## config.mk

```make
export PLATFORM = sky130hd
export DESIGN_NAME = priority_tick_thread_scheduler_top
export DESIGN_NICKNAME = d
export VERILOG_FILES = /design/src/rtl/core/ptts_pkg.sv /design/src/rtl/core/ptts_queue.sv /design/src/rtl/core/ptts_ctrl.sv /design/src/rtl/core/ptts_dp.sv /design/src/rtl/core/priority_tick_thread_scheduler_top.sv
export SDC_FILE = /design/constraint.sdc
export NUM_CORES = 2
export LEC_CHECK = 0
export BUFFER_PORTS_ARGS = -buffer_cell sky130_fd_sc_hd__buf_2
export CORE_MARGIN = 2
export CORE_UTILIZATION = 36
export DETAILED_ROUTE_END_ITERATION = 8
export PLACE_DENSITY = 0.49
export SYNTH_ARGS = -nofsm -noshare
export SYNTH_HDL_FRONTEND = slang
export SYNTH_SLANG_ARGS = --single-unit
export TNS_END_PERCENT = 5
```

## constraint.sdc

```tcl
create_clock -name clock -period 3.6 [get_ports clock]
set_input_delay 0.54 -clock clock [delete_from_list [all_inputs] [get_ports clock]]
set_output_delay 0.54 -clock clock [all_outputs]
set_load 0.02 [all_outputs]
```

## src/rtl/core/ptts_pkg.sv

```systemverilog
`timescale 1ns / 1ps
// ----------------------------------------------------------------------------
// ptts_pkg: shared types and constants of the priority tick thread scheduler
// Item modes, register indexes, field widths, controller states and the
// command and status groups between the controller and the datapath.
// ----------------------------------------------------------------------------
package ptts_pkg;

   localparam int MODE_W      = 3;
   localparam int THREAD_W    = 3;
   localparam int TIMEOUT_W   = 16;
   localparam int PRIO_W      = 8;
   localparam int CSR_DATA_W  = 16;
   localparam int CSR_INDEX_W = 1;

   localparam logic [PRIO_W-1:0] PRIO_NEVER = 8'hFF;

   localparam logic [MODE_W-1:0] MODE_TICK         = 3'd0;
   localparam logic [MODE_W-1:0] MODE_SCHED_THREAD = 3'd1;
   localparam logic [MODE_W-1:0] MODE_SCHED_IRQ    = 3'd2;
   localparam logic [MODE_W-1:0] MODE_SCHED_SELF   = 3'd3;
   localparam logic [MODE_W-1:0] MODE_DISPATCH     = 3'd4;
   localparam logic [MODE_W-1:0] MODE_DONE         = 3'd5;
   localparam logic [MODE_W-1:0] MODE_REGISTER     = 3'd6;

   localparam logic [CSR_INDEX_W-1:0] CSR_RUN_NOW = 1'b0;
   localparam logic [CSR_INDEX_W-1:0] CSR_SLEEP   = 1'b1;

   localparam logic [CSR_DATA_W-1:0] RUN_NOW_RESET = 16'd1;
   localparam logic [CSR_DATA_W-1:0] SLEEP_RESET   = 16'd0;

   typedef enum logic [2:0] {
      ST_IDLE,
      ST_EXEC,
      ST_DRAIN_THREAD,
      ST_DRAIN_IRQ,
      ST_DECREMENT,
      ST_SCAN,
      ST_SCAN_LAST,
      ST_RESPOND
   } state_type;

   typedef struct packed {
      logic accept;
      logic exec;
      logic pop_thread;
      logic pop_irq;
      logic decrement;
      logic scan_read;
      logic respond;
   } ctrl_cmd_type;

   typedef struct packed {
      logic thread_q_empty;
      logic irq_q_empty;
      logic scan_last;
      logic rsp_free;
   } ctrl_status_type;

endpackage

```

## src/rtl/core/ptts_queue.sv

```systemverilog
`timescale 1ns / 1ps
// ----------------------------------------------------------------------------
// ptts_queue: deferred timer write queue
// Circular buffer in a memory with registered read data; one push or one
// pop per cycle, the caller never pushes when full or pops when empty.
// ----------------------------------------------------------------------------
module ptts_queue #(
   parameter int DEPTH = 16,
   parameter int WIDTH = 19
) (
   input  logic             clock,
   input  logic             reset,
   input  logic             push,
   input  logic [WIDTH-1:0] push_data,
   input  logic             pop,
   output logic [WIDTH-1:0] pop_data,
   output logic             full,
   output logic             empty
);

   localparam int PTR_W = $clog2(DEPTH);
   localparam int CNT_W = $clog2(DEPTH + 1);
   localparam logic [PTR_W-1:0] PTR_LAST = PTR_W'(DEPTH - 1);
   localparam logic [CNT_W-1:0] CNT_FULL = CNT_W'(DEPTH);

   logic [WIDTH-1:0] mem [DEPTH];
   logic [WIDTH-1:0] pop_data_ff;
   logic [PTR_W-1:0] wr_ptr_ff, wr_ptr_in;
   logic [PTR_W-1:0] rd_ptr_ff, rd_ptr_in;
   logic [CNT_W-1:0] count_ff, count_in;

   always_comb begin
      wr_ptr_in = wr_ptr_ff;
      rd_ptr_in = rd_ptr_ff;
      count_in  = count_ff;
      if (push) begin
         wr_ptr_in = (wr_ptr_ff == PTR_LAST) ? '0 : wr_ptr_ff + PTR_W'(1);
         count_in  = count_ff + CNT_W'(1);
      end
      if (pop) begin
         rd_ptr_in = (rd_ptr_ff == PTR_LAST) ? '0 : rd_ptr_ff + PTR_W'(1);
         count_in  = count_ff - CNT_W'(1);
      end
   end

   always_ff @(posedge clock) begin
      if (reset) begin
         wr_ptr_ff <= '0;
         rd_ptr_ff <= '0;
         count_ff  <= '0;
      end else begin
         wr_ptr_ff <= wr_ptr_in;
         rd_ptr_ff <= rd_ptr_in;
         count_ff  <= count_in;
      end
   end

   always_ff @(posedge clock) begin
      if (push) begin
         mem[wr_ptr_ff] <= push_data;
      end
   end

   always_ff @(posedge clock) begin
      if (pop) begin
         pop_data_ff <= mem[rd_ptr_ff];
      end
   end

   assign pop_data = pop_data_ff;
   assign full     = (count_ff == CNT_FULL);
   assign empty    = (count_ff == '0);

endmodule

```

## src/rtl/core/ptts_ctrl.sv

```systemverilog
`timescale 1ns / 1ps
// ----------------------------------------------------------------------------
// ptts_ctrl: scheduler controller
// Sequences one item at a time: the updates in the execute state, the tick drain and
// decrement, the dispatch scan over the priority memory and the response.
// ----------------------------------------------------------------------------
module ptts_ctrl (
   input  logic                            clock,
   input  logic                            reset,
   input  logic                            req_valid,
   input  logic [ptts_pkg::MODE_W-1:0]     req_mode,
   output logic                            req_ready,
   input  ptts_pkg::ctrl_status_type       status,
   output ptts_pkg::ctrl_cmd_type          cmd
);

   ptts_pkg::state_type state_ff, state_in;

   always_ff @(posedge clock) begin
      if (reset) begin
         state_ff <= ptts_pkg::ST_IDLE;
      end else begin
         state_ff <= state_in;
      end
   end

   always_comb begin
      state_in = state_ff;
      case (state_ff)
         ptts_pkg::ST_IDLE: begin
            if (req_valid) begin
               case (req_mode)
                  ptts_pkg::MODE_TICK:     state_in = ptts_pkg::ST_DRAIN_THREAD;
                  ptts_pkg::MODE_DISPATCH: state_in = ptts_pkg::ST_SCAN;
                  default:                 state_in = ptts_pkg::ST_EXEC;
               endcase
            end
         end
         ptts_pkg::ST_EXEC: state_in = ptts_pkg::ST_RESPOND;
         ptts_pkg::ST_DRAIN_THREAD: begin
            if (status.thread_q_empty) begin
               state_in = ptts_pkg::ST_DRAIN_IRQ;
            end
         end
         ptts_pkg::ST_DRAIN_IRQ: begin
            if (status.irq_q_empty) begin
               state_in = ptts_pkg::ST_DECREMENT;
            end
         end
         ptts_pkg::ST_DECREMENT: state_in = ptts_pkg::ST_RESPOND;
         ptts_pkg::ST_SCAN: begin
            if (status.scan_last) begin
               state_in = ptts_pkg::ST_SCAN_LAST;
            end
         end
         ptts_pkg::ST_SCAN_LAST: state_in = ptts_pkg::ST_RESPOND;
         ptts_pkg::ST_RESPOND: begin
            if (status.rsp_free) begin
               state_in = ptts_pkg::ST_IDLE;
            end
         end
         default: state_in = ptts_pkg::ST_IDLE;
      endcase
   end

   always_comb begin
      cmd       = '0;
      req_ready = 1'b0;
      case (state_ff)
         ptts_pkg::ST_IDLE: begin
            req_ready  = 1'b1;
            cmd.accept = req_valid;
         end
         ptts_pkg::ST_EXEC:         cmd.exec       = 1'b1;
         ptts_pkg::ST_DRAIN_THREAD: cmd.pop_thread = !status.thread_q_empty;
         ptts_pkg::ST_DRAIN_IRQ:    cmd.pop_irq    = !status.irq_q_empty;
         ptts_pkg::ST_DECREMENT:    cmd.decrement  = 1'b1;
         ptts_pkg::ST_SCAN:         cmd.scan_read  = 1'b1;
         ptts_pkg::ST_RESPOND:      cmd.respond    = status.rsp_free;
         default: begin
            cmd       = '0;
            req_ready = 1'b0;
         end
      endcase
   end

endmodule

```

## src/rtl/core/ptts_dp.sv

```systemverilog
`timescale 1ns / 1ps
// ----------------------------------------------------------------------------
// ptts_dp: scheduler datapath
// Thread state (ready flags, timer lanes, priority memory), the two deferred
// write queues, the dispatch compare, the registers and the response beat.
// ----------------------------------------------------------------------------
module ptts_dp #(
   parameter int NUM_THREADS = 8,
   parameter int QUEUE_DEPTH = 16,
   parameter int TIMER_BITS  = 16
) (
   input  logic                                clock,
   input  logic                                reset,
   input  ptts_pkg::ctrl_cmd_type              cmd,
   output ptts_pkg::ctrl_status_type           status,
   input  logic [ptts_pkg::MODE_W-1:0]         req_mode,
   input  logic [ptts_pkg::THREAD_W-1:0]       req_thread,
   input  logic [ptts_pkg::TIMEOUT_W-1:0]      req_timeout,
   input  logic [ptts_pkg::PRIO_W-1:0]         req_priority_req,
   output logic                                rsp_valid,
   input  logic                                rsp_ready,
   output logic                                rsp_dispatched,
   output logic [ptts_pkg::THREAD_W-1:0]       rsp_dispatch_thread,
   output logic                                rsp_dropped,
   input  logic                                csr_write_en,
   input  logic [ptts_pkg::CSR_INDEX_W-1:0]    csr_index,
   input  logic [ptts_pkg::CSR_DATA_W-1:0]     csr_write_data
);

   localparam int IDX_W   = $clog2(NUM_THREADS);
   localparam int WIDE_W  = IDX_W + ptts_pkg::THREAD_W;
   localparam int ENTRY_W = ptts_pkg::THREAD_W + TIMER_BITS;
   localparam logic [WIDE_W-1:0]     THREADS_WIDE = WIDE_W'(NUM_THREADS);
   localparam logic [IDX_W-1:0]      IDX_LAST     = IDX_W'(NUM_THREADS - 1);
   localparam logic [TIMER_BITS-1:0] TIMER_ONE    = TIMER_BITS'(1);

   // latched item
   logic [ptts_pkg::MODE_W-1:0]    mode_ff;
   logic [ptts_pkg::THREAD_W-1:0]  thread_ff;
   logic [ptts_pkg::TIMEOUT_W-1:0] timeout_ff;
   logic [ptts_pkg::PRIO_W-1:0]    prio_req_ff;

   logic [ptts_pkg::CSR_DATA_W-1:0] run_now_ff, sleep_ff;

   logic [NUM_THREADS-1:0] ready_ff, ready_in;
   logic [TIMER_BITS-1:0]  countdown_ff [NUM_THREADS];
   logic [TIMER_BITS-1:0]  countdown_in [NUM_THREADS];
   logic [ptts_pkg::THREAD_W-1:0] running_ff;

   logic [ptts_pkg::PRIO_W-1:0] prio_mem [NUM_THREADS];
   logic [NUM_THREADS-1:0]      prio_vld_ff;
   logic [ptts_pkg::PRIO_W-1:0] prio_q_ff;
   logic                        prio_qv_ff;

   logic [IDX_W-1:0]            scan_idx_ff, cmp_idx_ff, pick_ff;
   logic                        cmp_valid_ff, found_ff, drop_ff;
   logic [ptts_pkg::PRIO_W-1:0] best_ff;

   logic wb_valid_ff, wb_irq_ff;

   logic                          rsp_valid_ff, rsp_dispatched_ff, rsp_dropped_ff;
   logic [ptts_pkg::THREAD_W-1:0] rsp_thread_ff;

   // queue ports
   logic               tq_push, iq_push, tq_full, iq_full, tq_empty, iq_empty;
   logic [ENTRY_W-1:0] tq_push_data, iq_push_data, tq_pop_data, iq_pop_data;

   // decode
   logic [WIDE_W-1:0] thr_wide, run_wide, wb_wide, pick_wide;
   logic              thr_ok, run_ok, wb_ok;
   logic [IDX_W-1:0]  thr_idx, run_idx, wb_idx;
   logic [ptts_pkg::THREAD_W-1:0] pick_narrow;
   logic [ENTRY_W-1:0]    wb_entry;
   logic [TIMER_BITS-1:0] wb_value, timeout_timer;
   logic is_sched_t, is_sched_i, is_self, is_reg, is_done;
   logic immediate, drop_set;
   logic [ptts_pkg::PRIO_W-1:0] eff_prio;
   logic hit;

   assign thr_wide = WIDE_W'(thread_ff);
   assign thr_ok   = (thr_wide < THREADS_WIDE);
   assign thr_idx  = thr_wide[IDX_W-1:0];
   assign run_wide = WIDE_W'(running_ff);
   assign run_ok   = (run_wide < THREADS_WIDE);
   assign run_idx  = run_wide[IDX_W-1:0];

   assign timeout_timer = TIMER_BITS'(timeout_ff);

   assign wb_entry = wb_irq_ff ? iq_pop_data : tq_pop_data;
   assign wb_wide  = WIDE_W'(wb_entry[ENTRY_W-1 -: ptts_pkg::THREAD_W]);
   assign wb_ok    = (wb_wide < THREADS_WIDE);
   assign wb_idx   = wb_wide[IDX_W-1:0];
   assign wb_value = wb_entry[TIMER_BITS-1:0];

   assign pick_wide   = WIDE_W'(pick_ff);
   assign pick_narrow = pick_wide[ptts_pkg::THREAD_W-1:0];

   assign is_sched_t = cmd.exec && (mode_ff == ptts_pkg::MODE_SCHED_THREAD) && thr_ok;
   assign is_sched_i = cmd.exec && (mode_ff == ptts_pkg::MODE_SCHED_IRQ) && thr_ok;
   assign is_self    = cmd.exec && (mode_ff == ptts_pkg::MODE_SCHED_SELF);
   assign is_reg     = cmd.exec && (mode_ff == ptts_pkg::MODE_REGISTER) && thr_ok;
   assign is_done    = cmd.exec && (mode_ff == ptts_pkg::MODE_DONE) && run_ok;

   // a full queue drops the whole request, immediate flag change included
   assign tq_push   = (is_sched_t || is_self) && !tq_full;
   assign iq_push   = is_sched_i && !iq_full;
   assign drop_set  = ((is_sched_t || is_self) && tq_full) || (is_sched_i && iq_full);
   assign immediate = (is_sched_t && !tq_full) || iq_push;

   assign tq_push_data = is_self ? {running_ff, timeout_timer} : {thread_ff, timeout_timer};
   assign iq_push_data = {thread_ff, timeout_timer};

   ptts_queue #(
      .DEPTH (QUEUE_DEPTH),
      .WIDTH (ENTRY_W)
   ) u_thread_queue (
      .clock     (clock),
      .reset     (reset),
      .push      (tq_push),
      .push_data (tq_push_data),
      .pop       (cmd.pop_thread),
      .pop_data  (tq_pop_data),
      .full      (tq_full),
      .empty     (tq_empty)
   );

   ptts_queue #(
      .DEPTH (QUEUE_DEPTH),
      .WIDTH (ENTRY_W)
   ) u_irq_queue (
      .clock     (clock),
      .reset     (reset),
      .push      (iq_push),
      .push_data (iq_push_data),
      .pop       (cmd.pop_irq),
      .pop_data  (iq_pop_data),
      .full      (iq_full),
      .empty     (iq_empty)
   );

   // item latch
   always_ff @(posedge clock) begin
      if (cmd.accept) begin
         mode_ff     <= req_mode;
         thread_ff   <= req_thread;
         timeout_ff  <= req_timeout;
         prio_req_ff <= req_priority_req;
      end
   end

   always_ff @(posedge clock) begin
      if (reset) begin
         run_now_ff <= ptts_pkg::RUN_NOW_RESET;
         sleep_ff   <= ptts_pkg::SLEEP_RESET;
      end else if (csr_write_en) begin
         case (csr_index)
            ptts_pkg::CSR_RUN_NOW: run_now_ff <= csr_write_data;
            ptts_pkg::CSR_SLEEP:   sleep_ff   <= csr_write_data;
            default: begin
               run_now_ff <= run_now_ff;
            end
         endcase
      end
   end

   always_comb begin
      ready_in = ready_ff;
      if (immediate) begin
         if (timeout_ff == run_now_ff) begin
            ready_in[thr_idx] = 1'b1;
         end else if (timeout_ff == sleep_ff) begin
            ready_in[thr_idx] = 1'b0;
         end
      end
      if (is_done) begin
         ready_in[run_idx] = 1'b0;
      end
      if (cmd.decrement) begin
         for (int i = 0; i < NUM_THREADS; i++) begin
            if (countdown_ff[i] == TIMER_ONE) begin
               ready_in[i] = 1'b1;
            end
         end
      end
   end

   always_comb begin
      countdown_in = countdown_ff;
      if (wb_valid_ff && wb_ok) begin
         countdown_in[wb_idx] = wb_value;
      end
      if (is_reg) begin
         countdown_in[thr_idx] = timeout_timer;
      end
      if (cmd.decrement) begin
         for (int i = 0; i < NUM_THREADS; i++) begin
            if (countdown_ff[i] != '0) begin
               countdown_in[i] = countdown_ff[i] - TIMER_ONE;
            end
         end
      end
   end

   always_ff @(posedge clock) begin
      if (reset) begin
         ready_ff     <= '0;
         countdown_ff <= '{default: '0};
         wb_valid_ff  <= 1'b0;
         wb_irq_ff    <= 1'b0;
      end else begin
         ready_ff     <= ready_in;
         countdown_ff <= countdown_in;
         wb_valid_ff  <= cmd.pop_thread || cmd.pop_irq;
         wb_irq_ff    <= cmd.pop_irq;
      end
   end

   // priority memory: an entry never registered reads as never picked
   always_ff @(posedge clock) begin
      if (is_reg) begin
         prio_mem[thr_idx] <= prio_req_ff;
      end
      if (cmd.scan_read) begin
         prio_q_ff <= prio_mem[scan_idx_ff];
      end
   end

   always_ff @(posedge clock) begin
      if (reset) begin
         prio_vld_ff <= '0;
         prio_qv_ff  <= 1'b0;
      end else begin
         if (is_reg) begin
            prio_vld_ff[thr_idx] <= 1'b1;
         end
         if (cmd.scan_read) begin
            prio_qv_ff <= prio_vld_ff[scan_idx_ff];
         end
      end
   end

   assign eff_prio = prio_qv_ff ? prio_q_ff : ptts_pkg::PRIO_NEVER;
   assign hit      = cmp_valid_ff && ready_ff[cmp_idx_ff] && (eff_prio < best_ff);

   always_ff @(posedge clock) begin
      if (reset) begin
         scan_idx_ff  <= '0;
         cmp_idx_ff   <= '0;
         cmp_valid_ff <= 1'b0;
         best_ff      <= ptts_pkg::PRIO_NEVER;
         pick_ff      <= '0;
         found_ff     <= 1'b0;
         drop_ff      <= 1'b0;
      end else begin
         cmp_valid_ff <= cmd.scan_read;
         if (cmd.accept) begin
            scan_idx_ff <= '0;
            best_ff     <= ptts_pkg::PRIO_NEVER;
            pick_ff     <= '0;
            found_ff    <= 1'b0;
            drop_ff     <= 1'b0;
         end else begin
            if (cmd.scan_read) begin
               cmp_idx_ff  <= scan_idx_ff;
               scan_idx_ff <= scan_idx_ff + IDX_W'(1);
            end
            if (hit) begin
               best_ff  <= eff_prio;
               pick_ff  <= cmp_idx_ff;
               found_ff <= 1'b1;
            end
            if (drop_set) begin
               drop_ff <= 1'b1;
            end
         end
      end
   end

   // response beat and running thread
   always_ff @(posedge clock) begin
      if (reset) begin
         rsp_valid_ff <= 1'b0;
         running_ff   <= '0;
      end else begin
         if (cmd.respond) begin
            rsp_valid_ff <= 1'b1;
         end else if (rsp_ready) begin
            rsp_valid_ff <= 1'b0;
         end
         if (cmd.respond && found_ff) begin
            running_ff <= pick_narrow;
         end
      end
   end

   always_ff @(posedge clock) begin
      if (cmd.respond) begin
         rsp_dispatched_ff <= found_ff;
         rsp_thread_ff     <= pick_narrow;
         rsp_dropped_ff    <= drop_ff;
      end
   end

   assign status.thread_q_empty = tq_empty;
   assign status.irq_q_empty    = iq_empty;
   assign status.scan_last      = (scan_idx_ff == IDX_LAST);
   assign status.rsp_free       = !rsp_valid_ff || rsp_ready;

   assign rsp_valid           = rsp_valid_ff;
   assign rsp_dispatched      = rsp_dispatched_ff;
   assign rsp_dispatch_thread = rsp_thread_ff;
   assign rsp_dropped         = rsp_dropped_ff;

endmodule

```

## src/rtl/core/priority_tick_thread_scheduler_top.sv

```systemverilog
`timescale 1ns / 1ps
// Steps: schedule, done, register and unused items go through the execute state to the
//   response beat; dispatch scans (one priority memory read per thread);
//   tick drains both queues (one queue memory read per entry) and decrements the timers.
// Throughput: one item at a time; the next item is accepted the cycle after the response
//   is loaded into the output register. Reset empties queues, clears flags and timers.
// ----------------------------------------------------------------------------
// priority_tick_thread_scheduler_top: timer-driven priority thread scheduler
// Per-thread ready flags, countdown timers and priorities; deferred timer
// writes in a thread queue and an interrupt queue, drained on each tick.
// ----------------------------------------------------------------------------
module priority_tick_thread_scheduler_top #(
   parameter int NUM_THREADS = 8,
   parameter int QUEUE_DEPTH = 16,
   parameter int TIMER_BITS  = 16
) (
   input  logic                                clock,
   input  logic                                reset,
   input  logic                                req_valid,
   output logic                                req_ready,
   input  logic [ptts_pkg::MODE_W-1:0]         req_mode,
   input  logic [ptts_pkg::THREAD_W-1:0]       req_thread,
   input  logic [ptts_pkg::TIMEOUT_W-1:0]      req_timeout,
   input  logic [ptts_pkg::PRIO_W-1:0]         req_priority_req,
   output logic                                rsp_valid,
   input  logic                                rsp_ready,
   output logic                                rsp_dispatched,
   output logic [ptts_pkg::THREAD_W-1:0]       rsp_dispatch_thread,
   output logic                                rsp_dropped,
   input  logic                                csr_write_en,
   input  logic [ptts_pkg::CSR_INDEX_W-1:0]    csr_index,
   input  logic [ptts_pkg::CSR_DATA_W-1:0]     csr_write_data
);

   ptts_pkg::ctrl_cmd_type    cmd;
   ptts_pkg::ctrl_status_type status;

   ptts_ctrl u_ctrl (
      .clock     (clock),
      .reset     (reset),
      .req_valid (req_valid),
      .req_mode  (req_mode),
      .req_ready (req_ready),
      .status    (status),
      .cmd       (cmd)
   );

   ptts_dp #(
      .NUM_THREADS (NUM_THREADS),
      .QUEUE_DEPTH (QUEUE_DEPTH),
      .TIMER_BITS  (TIMER_BITS)
   ) u_dp (
      .clock               (clock),
      .reset               (reset),
      .cmd                 (cmd),
      .status              (status),
      .req_mode            (req_mode),
      .req_thread          (req_thread),
      .req_timeout         (req_timeout),
      .req_priority_req    (req_priority_req),
      .rsp_valid           (rsp_valid),
      .rsp_ready           (rsp_ready),
      .rsp_dispatched      (rsp_dispatched),
      .rsp_dispatch_thread (rsp_dispatch_thread),
      .rsp_dropped         (rsp_dropped),
      .csr_write_en        (csr_write_en),
      .csr_index           (csr_index),
      .csr_write_data      (csr_write_data)
   );

endmodule

```

==> reports/qor.csv <==
stage;metric;value;unit
setup_path;R2R setup slack;750;ps
clock_tree;CTS tree;done;
sta;Rel. slew slack;21.2;%
sta;Slew @ Worst Pin;1180;ps
clock_tree;count of cells resized by post-cts repair;0;
global_route;global-route wire length before repair;180000;µm
setup_path;reg2reg path depth;5;
setup_path;Worst Path Arrival;3470;ps
global_route;Overflow after GRT;0;
routing;Remaining DRCs;0;
routing;Vias;26711;
setup_path;CP endpoint;u_dp.countdown_ff[31]$_SDFF_PP0_;
setup_path;Req. time, crit path;4220;ps
routing;Pre-antenna DRT Iters;6;
die;Core ar.;118000;µm²
finish;number of diodes;0;
finish;fillers;10651;
setup_path;critical path's largest stage delay;700;ps
synth;Syn Nets;3094;
routing;post-DR wirelength/cell;25.5;µm
finish;# nets final;3233;
min_path;Worst Hold Class;in2reg;
placed_design;pre-CTS worst setup slack;772;ps
setup_path;worst-path cell chain;mux2i_1, o211a_1, nor2_1, or3_1, a221oi_1;
run;# Max-Cap Violations;0;
finish;layout cells sized above 1;21.6;%
die;Initial Utilization;36.4;%
clock_tree;clk buf depth;3;
setup_path;Crit Path Class;reg2reg;
die;Die ar.;122000;µm²
sta;Final Hold Fails;0;
sta;f_max;0.351;GHz
die;Ports;59;
sta;max-slew violation count;0;
synth;Seq cells post-synth;985;
sta;Tmin final;2850;ps
sta;clk_skew;48.8;ps
placed_design;post-DP HPWL;79100;µm
synth;post-synth cell types;79;
placed_design;DP Area;45700;µm²
synth;Gate Count Post-Synth;2998;
global_route;initial antenna violation count;4;
global_route;total track usage;19.9;%
placed_design;GP Congestion;0.843;
synth;Yosys warning count;0;
routing;routed wire length;121000;µm
clock_tree;Sink Count;985;
synth;Post-synth EDFFs;753;
setup_path;CP endpoint kind;register;
pwr;cell area power density;763;nW/µm²
global_route;pin count of the biggest net entering global routing;114;
routing;routed vias/inst;5.61;
sta;Worst Slack Setup Final;751;ps
placed_design;port buffer count;58;
pwr;Leakage;15.8;nW
setup_path;Worst Path Max Fanout;20;
finish;commonest non-fill, non-tap cell in the layout;edfxtp_1;
sta;Final Setup Violations;0;
pwr;Final Power;0.0378;W
clock_tree;Max H-tree Level;3;
die;# rows;126;
synth;Cell Area, Synth;43000;µm²
sta;fin crit share;79.1;%
sta;Fin Setup TNS;0;ps
die;Die Y;350;µm
setup_path;r2r endpoint;u_dp.countdown_ff[31]$_SDFF_PP0_;
die;Die Wd;350;µm
setup_path;CP startpoint kind;register;
finish;Layout area overhead;15.1;%
pwr;Peak VDD IR;0.432;mV
finish;final instance area;49500;µm²
synth;Syn Area/Cell;14.3;µm²
finish;Final Util;41.9;%
global_route;vias in the first global route;26752;
sta;unrepaired setup endpoints after global routing;no;
setup_path;CP max-delay cell;o211a_1;
setup_path;worst reg2reg startpoint;u_dp.wb_irq_ff$_SDFF_PP0_;
finish;most frequent cells in the layout;edfxtp_1 (753), nor2_1 (289), nand2_1 (259);
clock_tree;CTS Buf Count;106;
routing;1st-iter DRT viols;2268;
synth;Main synth FF type;edfxtp_1;
routing;post-route ant nets;0;
clock_tree;CTS Root Cell;clkbuf_16;
outcome;outcome;complete, no violations;
setup_path;crit path launch;u_dp.wb_irq_ff$_SDFF_PP0_;
synth;Seq/Total Area, Yosys;63.4;%
clock_tree;Worst-Skew Late Latency;710;ps
synth;ys async rst share;0;%
clock_tree;Reg clk slew, reported paths;60;ps
## critical path, delay by kind of cell, from the launching register on
kind | cells | cell delay (ps)
AOI/OAI and AO/OA | 2 | 960
DFF | 1 | 660
muxes | 1 | 690
and+or+nand+nor | 2 | 460
## repair_timing
| action | 4_1_cts | 5_1_grt |
|---|---|---|
| hold endpoints to repair | 27 | 0 |
| hold buffers | 27 | 0 |
| buffers inserted | 0 | 0 |
| endpoints found under the setup margin | 0 | 0 |
## per-stage QoR
stage	hold slack [ps]	instances
CTS	37.8	4764
finish	91.5	4764
global route	66.3	4764
detailed placement	447	4538
floorplan	409	2998
global placement	445	4538
## state kept, by name, indices dropped and copies added (netlist names), 4 cells and up
register                       flops
u_dp.u_thread_queue.wr_ptr_ff      4
u_dp.u_thread_queue.pop_data      19
u_dp.prio_mem                     64
u_dp.u_irq_queue.mem             304
u_dp.timeout_ff                   16
u_dp.ready_ff                      8
u_dp.u_irq_queue.count_ff          5
u_dp.prio_req_ff                   8
u_dp.u_irq_queue.wr_ptr_ff         4
u_dp.countdown_ff                128
u_dp.u_thread_queue.mem          304
u_dp.best_ff                       8
u_dp.u_thread_queue.rd_ptr_ff      4
u_dp.u_irq_queue.pop_data         19
u_dp.u_irq_queue.rd_ptr_ff         4
u_dp.prio_q_ff                     8
u_dp.prio_vld_ff                   8
u_dp.sleep_ff                     16
u_dp.u_thread_queue.count_ff       5
u_dp.run_now_ff                   16
## Yosys cell counts (all sizes together), types with 7 or more instances
| cell | count | share of area (%) |
|---|---|---|
| o21ai | 36 | 0.42 |
| a31oi | 28 | 0.41 |
| a211o | 43 | 0.88 |
| inv | 46 | 0.40 |
| o311a | 10 | 0.23 |
| mux4 | 210 | 11 |
| nor2 | 313 | 2.7 |
| ha | 42 | 1.2 |
| a221oi | 29 | 0.63 |
| or2 | 14 | 0.20 |
| o211ai | 23 | 0.41 |
| xnor2 | 88 | 1.8 |
| o41ai | 10 | 0.20 |
| nand4b | 9 | 0.18 |
| or4 | 13 | 0.24 |
| nand2 | 259 | 2.3 |
| nand2b | 27 | 0.39 |
| or3 | 39 | 0.57 |
| nand3b | 9 | 0.16 |
| nand4 | 32 | 0.47 |
| nand3 | 25 | 0.29 |
| mux2 | 27 | 0.71 |
| mux2i | 44 | 1.0 |
| xor2 | 56 | 1.1 |
| a311oi | 66 | 1.4 |
| a21o | 11 | 0.19 |
| o21a | 11 | 0.19 |
| buf | 72 | 0.86 |
| edfxtp | 753 | 53 |
| o31a | 10 | 0.20 |
| nor2b | 13 | 0.19 |
| a211oi | 24 | 0.49 |
| nor3b | 10 | 0.17 |
| nor4 | 42 | 0.83 |
| a21oi | 92 | 1.1 |
| o211a | 7 | 0.16 |
| clkbuf | 124 | 1.2 |
| dfxtp | 232 | 11 |
| nor3 | 47 | 0.55 |
## layer usage
metal	track usage, %	vias to the layer above	wire [µm]
met1	27.6	13903	53600
met5	0	-	13
li1	-	11858	-
met2	32.5	770	58300
met4	6.06	2	3400
met3	2.67	178	5930
## where the power goes
| part | internal, W | switching (W) |
|---|---|---|
| clock network | 0.00631 | 0.00466 |
| logic | 0.00524 | 0.00677 |
| registers | 0.0135 | 0.00122 |
| total | 0.0251 | 0.0127 |
## kinds of logic after synthesis
family	Yosys count	synth area share, %
muxes	281	12.7
DFF	985	63.4
buffers and inverters	244	2.49
and+or+nand+nor	884	9.86
adders and majority gates	44	1.32
xor gates and xnor gates	144	2.93
AOI/OAI and AO/OA	416	7.28
## worst min-delay path by stage
stage	start	to	slack, ps	cells after the start
floorplan	u_dp.drop_ff$_SDFFE_PP0P_	u_dp.rsp_dropped$_DFFE_PP_	410	0
global placement	u_dp.prio_vld_ff[5]$_SDFFE_PP0P_	u_dp.prio_vld_ff[5]$_SDFFE_PP0P_	440	2
detailed placement	u_dp.pick_ff[2]$_SDFFE_PP0P_	u_dp.rsp_dispatch_thread[2]$_DFFE_PP_	450	0
CTS	csr_write_data[11]	u_dp.run_now_ff[11]$_SDFFE_PP0P_	40	3
global route	csr_write_data[8]	u_dp.run_now_ff[8]$_SDFFE_PP0P_	70	3
finish	csr_write_data[5]	u_dp.run_now_ff[5]$_SDFFE_PP0P_	90	3
## layout make-up
| class | instances | area [µm²] | share of cell area [%] |
|---|---|---|---|
| Sequential cell | 985 | 27300 | 55.1 |
| Multi-Input combinational cell | 1769 | 14900 | 30.0 |
| Clock buffer | 129 | 2850 | 5.76 |
| Tap cell | 1536 | 1920 | 3.88 |
| Timing Repair Buffer | 228 | 1740 | 3.52 |
| Clock inverter | 70 | 677 | 1.37 |
| Inverter | 47 | 176 | 0.356 |
Note: power is estimated with default switching activity, not from simulation.
